$ cat src/hw/rtl/mltd_pkg.sv
// Package with the shared types and constants of the magic, length and type deframer.
`default_nettype none

package mltd_pkg;

  localparam logic [1:0] KIND_DATA      = 2'd0;
  localparam logic [1:0] KIND_EMPTY     = 2'd1;
  localparam logic [1:0] KIND_BAD_MAGIC = 2'd2;

  localparam logic [2:0] MAGIC_LEN  = 3'd6;
  localparam logic [2:0] MAGIC_LAST = 3'd5;
  localparam logic [2:0] WORD_LEN   = 3'd4;
  localparam logic [2:0] WORD_LAST  = 3'd3;

  typedef struct packed {
    logic [1:0]  kind;
    logic [7:0]  data;
    logic [31:0] msg_type;
    logic [31:0] msg_len;
    logic        last;
  } res_t;

  function automatic logic [7:0] magic_char(input logic [2:0] idx);
    logic [7:0] ch;
    unique case (idx)
      3'd0:    ch = 8'h69;
      3'd1:    ch = 8'h33;
      3'd2:    ch = 8'h2D;
      3'd3:    ch = 8'h69;
      3'd4:    ch = 8'h70;
      3'd5:    ch = 8'h63;
      default: ch = 8'h00;
    endcase
    return ch;
  endfunction

endpackage

`default_nettype wire

$ cat src/hw/rtl/magic_length_type_deframer_unit.sv
// Top level of the deframer that checks the magic, gathers length and type, and passes the payload.
//
//  channel | direction | handshake        | payload
//  --------+-----------+------------------+-----------------------------------------------
//  in      | input     | in_valid/stall   | in_stream_byte
//  out     | output    | out_valid/stall  | out_result_kind, out_payload_byte,
//          |           |                  | out_message_type, out_message_length,
//          |           |                  | out_last_of_message
//
// One byte is accepted per cycle while in_stall is low; its result, if any, is registered.
// The parse state updates in the cycle of the transaction, and so does the result register if it is free.
// A skid register behind the result register lets one more byte in while out is stalled.
// The input stalls only while the skid register holds a result.
// Reset is synchronous and returns the parser to the magic hunt with both registers empty.
`default_nettype none

module magic_length_type_deframer_unit
  import mltd_pkg::*;
(
  input  wire logic        clk,
  input  wire logic        rst_n,
  input  wire logic        in_valid,
  output logic             in_stall,
  input  wire logic [7:0]  in_stream_byte,
  output logic             out_valid,
  input  wire logic        out_stall,
  output logic [1:0]       out_result_kind,
  output logic [7:0]       out_payload_byte,
  output logic [31:0]      out_message_type,
  output logic [31:0]      out_message_length,
  output logic             out_last_of_message
);

  localparam logic [1:0] PH_MAGIC   = 2'd0;
  localparam logic [1:0] PH_LENGTH  = 2'd1;
  localparam logic [1:0] PH_TYPE    = 2'd2;
  localparam logic [1:0] PH_PAYLOAD = 2'd3;

  logic [1:0]  phase_r, phase_nxt;
  logic [2:0]  idx_r, idx_nxt;
  logic [31:0] len_r, len_nxt;
  logic [31:0] typ_r, typ_nxt;
  logic [31:0] rem_r, rem_nxt;

  logic        res_vld;
  res_t        res;
  logic        pay_last;

  logic        out_vld_r;
  res_t        out_r;
  logic        skid_vld_r;
  res_t        skid_r;

  logic        in_acc;
  logic        out_take;

  assign in_stall = skid_vld_r;
  assign in_acc   = in_valid & ~skid_vld_r;
  assign out_take = out_vld_r & ~out_stall;
  assign pay_last = (rem_r <= 32'd1);

  always_comb begin
    phase_nxt = phase_r;
    idx_nxt   = idx_r;
    len_nxt   = len_r;
    typ_nxt   = typ_r;
    rem_nxt   = rem_r;
    res_vld   = 1'b0;
    res       = '0;
    unique case (phase_r)
      PH_MAGIC: begin
        if (idx_r >= MAGIC_LEN || in_stream_byte != magic_char(idx_r)) begin
          idx_nxt  = '0;
          res_vld  = 1'b1;
          res.kind = KIND_BAD_MAGIC;
        end else if (idx_r == MAGIC_LAST) begin
          idx_nxt   = '0;
          len_nxt   = '0;
          typ_nxt   = '0;
          phase_nxt = PH_LENGTH;
        end else begin
          idx_nxt = idx_r + 3'd1;
        end
      end
      PH_LENGTH: begin
        if (idx_r < WORD_LEN) begin
          len_nxt = len_r | (32'(in_stream_byte) << {idx_r[1:0], 3'b000});
        end
        if (idx_r >= WORD_LAST) begin
          idx_nxt   = '0;
          phase_nxt = PH_TYPE;
        end else begin
          idx_nxt = idx_r + 3'd1;
        end
      end
      PH_TYPE: begin
        if (idx_r < WORD_LEN) begin
          typ_nxt = typ_r | (32'(in_stream_byte) << {idx_r[1:0], 3'b000});
        end
        if (idx_r < WORD_LAST) begin
          idx_nxt = idx_r + 3'd1;
        end else begin
          idx_nxt = '0;
          if (len_r == 32'd0) begin
            phase_nxt    = PH_MAGIC;
            rem_nxt      = '0;
            res_vld      = 1'b1;
            res.kind     = KIND_EMPTY;
            res.msg_type = typ_nxt;
            res.last     = 1'b1;
          end else begin
            rem_nxt   = len_r;
            phase_nxt = PH_PAYLOAD;
          end
        end
      end
      PH_PAYLOAD: begin
        res_vld      = 1'b1;
        res.kind     = KIND_DATA;
        res.data     = in_stream_byte;
        res.msg_type = typ_r;
        res.msg_len  = len_r;
        res.last     = pay_last;
        if (pay_last) begin
          rem_nxt   = '0;
          idx_nxt   = '0;
          phase_nxt = PH_MAGIC;
        end else begin
          rem_nxt = rem_r - 32'd1;
        end
      end
      default: begin
        phase_nxt = PH_MAGIC;
      end
    endcase
  end

  always_ff @(posedge clk) begin
    if (!rst_n) begin
      phase_r <= PH_MAGIC;
      idx_r   <= '0;
      len_r   <= '0;
      typ_r   <= '0;
      rem_r   <= '0;
    end else if (in_acc) begin
      phase_r <= phase_nxt;
      idx_r   <= idx_nxt;
      len_r   <= len_nxt;
      typ_r   <= typ_nxt;
      rem_r   <= rem_nxt;
    end
  end

  always_ff @(posedge clk) begin
    if (!rst_n) begin
      out_vld_r  <= 1'b0;
      skid_vld_r <= 1'b0;
    end else if (skid_vld_r) begin
      if (out_take) begin
        out_vld_r  <= 1'b1;
        skid_vld_r <= 1'b0;
      end
    end else if (in_acc && res_vld) begin
      if (!out_vld_r || out_take) begin
        out_vld_r <= 1'b1;
      end else begin
        skid_vld_r <= 1'b1;
      end
    end else if (out_take) begin
      out_vld_r <= 1'b0;
    end
  end

  always_ff @(posedge clk) begin
    if (skid_vld_r) begin
      if (out_take) begin
        out_r <= skid_r;
      end
    end else if (in_acc && res_vld) begin
      if (!out_vld_r || out_take) begin
        out_r <= res;
      end else begin
        skid_r <= res;
      end
    end
  end

  assign out_valid           = out_vld_r;
  assign out_result_kind     = out_r.kind;
  assign out_payload_byte    = out_r.data;
  assign out_message_type    = out_r.msg_type;
  assign out_message_length  = out_r.msg_len;
  assign out_last_of_message = out_r.last;

endmodule

`default_nettype wire

$ cat config.mk
export PLATFORM = sky130hd
export DESIGN_NAME = magic_length_type_deframer_unit
export DESIGN_NICKNAME = d
export VERILOG_FILES = /design/src/hw/rtl/mltd_pkg.sv /design/src/hw/rtl/magic_length_type_deframer_unit.sv
export SDC_FILE = /design/constraint.sdc
export NUM_CORES = 1
export LEC_CHECK = 0
export BUFFER_PORTS_ARGS = -buffer_cell sky130_fd_sc_hd__buf_2
export CORE_AREA = 2 2 146 148
export DETAILED_ROUTE_END_ITERATION = 6
export DIE_AREA = 0 0 148 150
export GPL_TIMING_DRIVEN = 1
export PLACE_DENSITY_LB_ADDON = 0.15
export SYNTH_ARGS = -nofsm -noshare
export SYNTH_HDL_FRONTEND = slang
export SYNTH_SLANG_ARGS = --single-unit
$ cat constraint.sdc
create_clock -name clk -period 8.2 [get_ports clk]
set_input_delay 1.64 -clock clk [delete_from_list [all_inputs] [get_ports clk]]
set_output_delay 1.64 -clock clk [all_outputs]
set_load 0.01 [all_outputs]
==> impl_metrics.tcl, run 1 <==
set metrics [dict create \
    status "finished clean" \
    leakage_nw 4.65 \
    synthFlopType "edfxtp_1" \
    firstDrtPassIters 5 \
    finalSetupViolations 0 \
    rsz0062_at_grt "no" \
    r2r_start "idx_r[2]$_SDFFE_PN0P_" \
    slowest_stage "dfxtp_1" \
    required_ns 8.34 \
    tightest_slew_ns 1.02 \
    io_pins 89 \
    yosys.area_share.xor_xnor_pct 0.0794 \
    cts_tree "done" \
    routabilityCongestion 0.916 \
    yosysMostFrequentCell "edfxtp_1" \
    maxCapViolCount 0 \
    grt_overflow_total 0 \
    synth_area_um2 11000 \
    synth_fp_nets 1038 \
    yosysTopAreaCell "edfxtp_1" \
    cp_max_fo 75 \
    hold_viol 0 \
    pre_cts_slack_ns 3.96 \
    hold_end "typ_r[16]$_SDFFE_PN0P_" \
    r2r_setup_slack_ns 4.43 \
    critPathKind "flip-flop to flip-flop" \
    routed_wirelength_um 26300 \
    crit_path_cell_trace "inv_1, ha_1, or2_2, a2111o_1, a2111o_1, nor3_4, a21o_1, o21ai_4, buf_4" \
    max-slew-margin-rel_pct 31.4 \
    yosysWarnings 0 \
    seqPwrFrac_pct 52.5 \
    hold_start "typ_r[16]$_SDFFE_PN0P_" \
    num_antenna_cells 0 \
    async_reset_ff_share_pct 0 \
    syn2layout_area_growth_pct 12.8 \
    antenna_found_initial 0 \
    period_needed_ns 3.77 \
    worst_ep_arrival_time_ns 3.91 \
    grtUsageTotal_pct 23.3 \
    wl_per_cell_um 19.1 \
    yosysTopAreaCellShare_pct 40.8 \
    hp-class "flip-flop to flip-flop" \
    die_area_um2 22200 \
    ctsResizeCount 0 \
    nets 1100 \
    fin_tns_setup_ns 0 \
    htreeDepth 1 \
    synth_edf_count 150 \
    synth-simple-area-share_pct 16.3 \
    layout_setup_ws_ns 4.43 \
    drt.antenna.violating_nets 0 \
    power_frac_clock_pct 43.3 \
    fmax_ghz 0.266 \
    postLayoutCellArea_um2 12400 \
    cts_inserted_buffers 26 \
    critical_path_buf_inv_count 2 \
    synth.area.mux_share_pct 5.40 \
    initial_utilization_pct 53.3 \
    ys_seq_area_share_pct 59.5 \
    synth_top_family_by_area "simple AND/OR/NAND/NOR gates" \
    cts_hold_buf 0 \
    drt_iter0_markers 916 \
    combPwrFrac_pct 4.2 \
    die_y_um 150 \
    path_clk_slew_ns 0.06 \
    cpPeakStageDelay_ns 0.64 \
    synth_fa_ha_area_share_pct 0.908 \
    ys_types 63 \
    drive_above_1_share_pct 18.6 \
    worst_clock_skew_ns 0.00871 \
    synth_common_cells "edfxtp_1 (150), nor2_1 (108), a21oi_1 (104)" \
    die_w_um 148 \
    synth_area_leaders "edfxtp_1 (41%), dfxtp_1 (19%), mux2_2 (5.3%)" \
    final_max_slew_viol_count 0 \
    coreArea_um2 20700 \
    start_kind "flip-flop" \
    r2r_end "out_message_length[2]$_DFFE_PP_" \
    cellPowerDensity_nw_per_um2 213 \
    r2r.worst_path.cells 9 \
    grt_pass1_vias 7283 \
    hold_depth 2 \
    insertion_delay_ns 0.52 \
    vias 8056 \
    cp_top_family "compound AO/OA/AOI/OAI gates" \
    power.internal_mw 2.08 \
    path_common_cell "a2111o_1" \
    path_depth 9 \
    ir_worst_vdd_uv 146 \
    grt_max_degree 82 \
    sw_frac_of_total_pct 21.4 \
    detailed_place_hpwl_um 17200 \
    rows 53 \
    synth-seq-cells 253 \
    cts.sinks 253 \
    p_switching_uw 568 \
    synthCells 1018 \
    cts_root_buf "clkbuf_16" \
    power.total_mw 2.65 \
    numPortBuffers 88 \
    viasPerCell 5.86 \
    clockBufferDepth 3 \
    post-route-period-util_pct 45.9 \
    cts_setup_buffers 0 \
    placed_cell_area_um2 11600 \
    synth_compound_area_share_pct 13.8 \
    grt_pass1_wl_um 41100 \
    drc 0 \
    cp-end-kind "flip-flop" \
    syn_area_per_cell_um2 10.8 \
]
registers in the layout, indices dropped and copies added (netlist names):
name                 flops
len_r                   32
out_message_type        32
rem_r                   32
typ_r                   32
out_valid                1
out_last_of_message      1
idx_r                    3
in_stall                 1
out_payload_byte         8
skid_r                  75
out_message_length      32
out_result_kind          2
phase_r                  2
stage by stage:
step | hold slack (ns) | cells | util [%]
floorplan | 0.429 | 1018 | -
global placement | 0.445 | 1327 | 56.1
detailed placement | 0.453 | 1327 | 56.1
CTS | 0.470 | 1375 | 60.1
global route | 0.494 | 1375 | 60.1
finish | 0.469 | 1375 | 60.1
power groups by stage:
stage / Combinational [mW] / Sequential (mW) / Clock, mW
finish: 0.112 / 1.39 / 1.15
global route: 0.122 / 1.39 / 1.22
CTS: 0.114 / 1.39 / 1.17
detailed placement: 0.113 / 1.42 / 0
global placement: 0.113 / 1.42 / 0
floorplan: 0.0570 / 1.44 / 0
worst register-to-register path, stage by stage, from the launching register on:
cell	delay, ns
dfxtp_1	0.64
inv_1	0.17
ha_1	0.33
or2_2	0.33
a2111o_1	0.34
a2111o_1	0.48
nor3_4	0.25
a21o_1	0.30
o21ai_4	0.08
buf_4	0.35
cell usage in the layout, fill, tap and decap left out, types with 4 or more instances in the layout:
master	instances
edfxtp_1	150
nor2_1	108
a21oi_1	104
dfxtp_1	102
buf_2	88
nand2_1	79
mux2_2	52
o21ai_0	43
nor3_1	32
and2_1	29
and3_1	27
o31ai_1	27
clkbuf_16	27
inv_1	26
nor4_1	19
nand3_1	17
o22ai_1	15
buf_4	13
nand4_1	9
or4_1	8
ha_1	8
nand2b_1	7
or3_1	7
clkbuf_1	7
a31oi_1	6
o41ai_1	6
a32o_1	5
clkinv_1	4
o211ai_1	4
nand3b_1	4
a221oi_1	4
clkinv_2	4
cell families after synthesis:
logic type / count (synthesis)
AOI/OAI and AO/OA: 248
buffers and inverters: 94
xor gates and xnor gates: 1
DFF: 253
and+or+nand+nor: 361
adders and majority gates: 8
muxes: 53
per-layer routing:
layer  global-route usage [%]  wire [um]
met1                     35.6      12400
met4                     4.57        282
met3                     3.72       1890
met5                        0          0
met2                     35.3      11700
final cells by class:
type | instances | area (um^2)
inverters | 27 | 101
clock inverters | 14 | 129
repair buffers | 101 | 538
flip-flops and latches | 253 | 6570
fillers | 1751 | 8250
multi-input cells | 671 | 4050
well taps | 275 | 344
clock buffers | 34 | 702
how the worst max path moves through the flow:
stage	from	end
6_report	idx_r[2]$_SDFFE_PN0P_	out_message_length[2]$_DFFE_PP_
5_1_grt	idx_r[0]$_SDFFE_PN0P_	skid_r[8]$_DFFE_PP_
4_1_cts	idx_r[0]$_SDFFE_PN0P_	skid_r[31]$_DFFE_PP_
3_5_place_dp	in_stream_byte[2]	skid_r[25]$_DFFE_PP_
3_3_place_gp	in_stream_byte[2]	skid_r[8]$_DFFE_PP_
2_1_floorplan	in_stream_byte[2]	out_last_of_message$_DFFE_PP_
Note: power is estimated with default switching activity, not from simulation.
==> inputs of run 2 (changes only) <==
Settings changed: ABC_AREA set to 1, CORE_AREA 2 2 146 148 to 2 2 145 147, DIE_AREA 0 0 148 150 to 0 0 147 149.
Clock period 8.2 ns to 3.8 ns, I/O delays scaled along.
==> run 2 against run 1 <==
Global-route usage rose by 4.4 points. Critical path depth rose by 4. Synthesized cell count rose by 49%. Clock-buffer cell count did not move. Critical endpoint is now out_message_length[29]$_DFFE_PP_. Largest power group unchanged. Highest routed layer unchanged.
==> impl_metrics.tcl, run 2 <==
set metrics [dict create \
    post-route-period-util_pct 87.5 \
    final_max_slew_viol_count 0 \
    grt_overflow_total 0 \
    fmax_ghz 0.301 \
    postLayoutCellArea_um2 13800 \
    die_w_um 147 \
    async_reset_ff_share_pct 0 \
    grtUsageTotal_pct 27.7 \
    largest_reg_flops 75 \
    nets 1587 \
    cts.sinks 253 \
    path_clk_slew_ns 0.06 \
    worst_ep_arrival_time_ns 3.57 \
    drt_iter0_markers 991 \
    hold_viol 0 \
    synthCells 1515 \
    ir_worst_vdd_uv 347 \
    start_kind "flip-flop" \
    grt_pass1_wl_um 48800 \
    drt.antenna.violating_nets 0 \
    synth_edf_count 150 \
    cts_hold_buf 0 \
    finalSetupViolations 0 \
    leakage_nw 5.84 \
    routabilityCongestion 0.932 \
    yosysTopAreaCellShare_pct 36.7 \
    yosysMostFrequentCell "nand2_1" \
    wl_per_cell_um 16.5 \
    yosysWarnings 0 \
    synthFlopType "edfxtp_1" \
    antenna_found_initial 0 \
    die_y_um 149 \
    cts_setup_buffers 0 \
    critPathKind "flip-flop to flip-flop" \
    fin_tns_setup_ns 0 \
    synth_fp_nets 1535 \
    final_cell_mix "nand2_1 (425), nor2_1 (239), edfxtp_1 (150), a21oi_1 (132), inv_1 (113)" \
    tightest_slew_ns 0.802 \
    fillers 1800 \
    fin_cells 1862 \
    synth_area_um2 12300 \
    cp_max_fo 31 \
    ys_seq_area_share_pct 53.5 \
    viasPerCell 5.56 \
    cellPowerDensity_nw_per_um2 432 \
    clockBufferDepth 3 \
    drc 0 \
    place_inst 1814 \
    routed_wirelength_um 30800 \
    ctsResizeCount 0 \
    status "finished clean" \
    num_antenna_cells 0 \
    placed_cell_area_um2 12900 \
    syn2layout_area_growth_pct 12.1 \
    drive_above_1_share_pct 11.1 \
    vias 10400 \
    hp-class "flip-flop to flip-flop" \
    grt_max_degree 80 \
    detailed_place_hpwl_um 20500 \
    synth_common_cells "nand2_1 (426), nor2_1 (240), edfxtp_1 (150)" \
    synth-seq-cells 253 \
    yosysTopAreaCell "edfxtp_1" \
    initial_utilization_pct 59.7 \
    firstDrtPassIters 5 \
    period_needed_ns 3.32 \
    htreeDepth 1 \
    grt_pass1_vias 9229 \
    io_pins 89 \
    ys_types 37 \
    numPortBuffers 88 \
    rows 53 \
    die_area_um2 21900 \
    max-slew-margin-rel_pct 46.5 \
    maxCapViolCount 0 \
    layout_commonest_cell "nand2_1" \
    cts_tree "done" \
    cts_inserted_buffers 26 \
    worst_clock_skew_ns 0.0117 \
    coreArea_um2 20600 \
    syn_area_per_cell_um2 8.10 \
    cp-end-kind "flip-flop" \
    regMostFlops "skid_r" \
    rsz0062_at_grt "no" \
    power.total_mw 5.94 \
    required_ns 4.05 \
    cts_root_buf "clkbuf_16" \
    synth_area_leaders "edfxtp_1 (37%), dfxtp_1 (17%), nand2_1 (13%)" \
    insertion_delay_ns 0.53 \
]
## run 2: cell types whose count changed after synthesis, sizes merged, moves of 37 or more
cell and change:
nand2 +347, inv +93, nor2 +135, mux2 -52, nand4 +40, o21ai +37
## run 2: logic make-up after synthesis
| family | Yosys count | synth area share (%) |
|---|---|---|
| and+or+nand+nor | 776 | 26.0 |
| AOI/OAI and AO/OA | 253 | 11.3 |
| DFF | 253 | 53.5 |
| buffers and inverters | 207 | 7.05 |
| xor gates and xnor gates | 18 | 1.29 |
| adders and majority gates | 8 | 0.816 |
## run 2: final timing paths
kind | from | end | slack (ns) | cells past startpoint
worst max-delay path | idx_r[0]$_SDFFE_PN0P_ | out_message_length[29]$_DFFE_PP_ | 0.48 | 13
worst max register to register | idx_r[0]$_SDFFE_PN0P_ | out_message_length[29]$_DFFE_PP_ | 0.48 | 13
worst min-delay path | len_r[22]$_SDFFE_PN0P_ | len_r[22]$_SDFFE_PN0P_ | 0.51 | 2
worst min register to register | len_r[22]$_SDFFE_PN0P_ | len_r[22]$_SDFFE_PN0P_ | 0.51 | 2
## run 2: worst max-delay path, cell delays in order, from the launching register on
cell and delay [ns]:
dfxtp_1 0.74, inv_2 0.17, ha_1 0.29, nand2_1 0.14
nand3_2 0.11, nand2_1 0.07, inv_1 0.05, nor2_2 0.09
nand3_2 0.11, nor2_1 0.30, nor2_1 0.10, o21ai_1 0.45
a21oi_4 0.13, buf_4 0.28
## run 2: metrics by stage
stage                     utilization [%]  setup slack, ns  hold slack [ns]
after floorplan                         -            0.173            0.452
after global placement               62.6            0.606            0.465
after detailed placement             62.6            0.513            0.476
after CTS                            66.9            0.488            0.504
after global routing                 66.9            0.250            0.536
final                                66.9            0.477            0.507
## run 2: report_power, final
part	total, mW	switching, mW	internal (mW)
clock	2.64	1.06	1.57
combinational	0.314	0.224	0.0896
sequential	2.99	0.0216	2.97
## run 2: cell type report
type | instances | area, um^2 | share of cell area, %
flip-flops and latches | 253 | 6570 | 47.8
multi-input cells | 1055 | 4870 | 35.4
clock buffers | 34 | 702 | 5.10
repair buffers | 109 | 636 | 4.62
inverters | 122 | 458 | 3.33
well taps | 275 | 344 | 2.50
clock inverters | 14 | 176 | 1.28
## run 2: layer usage
metal  share of wire (%)  GRT usage, %  vias to the layer above
met4                 2.6          6.97                        0
met1                  45          41.0                     4864
met3                 6.9          3.36                       47
met2                  46          43.9                      368
met5                   0             0                        -
li1                    -             -                     5077
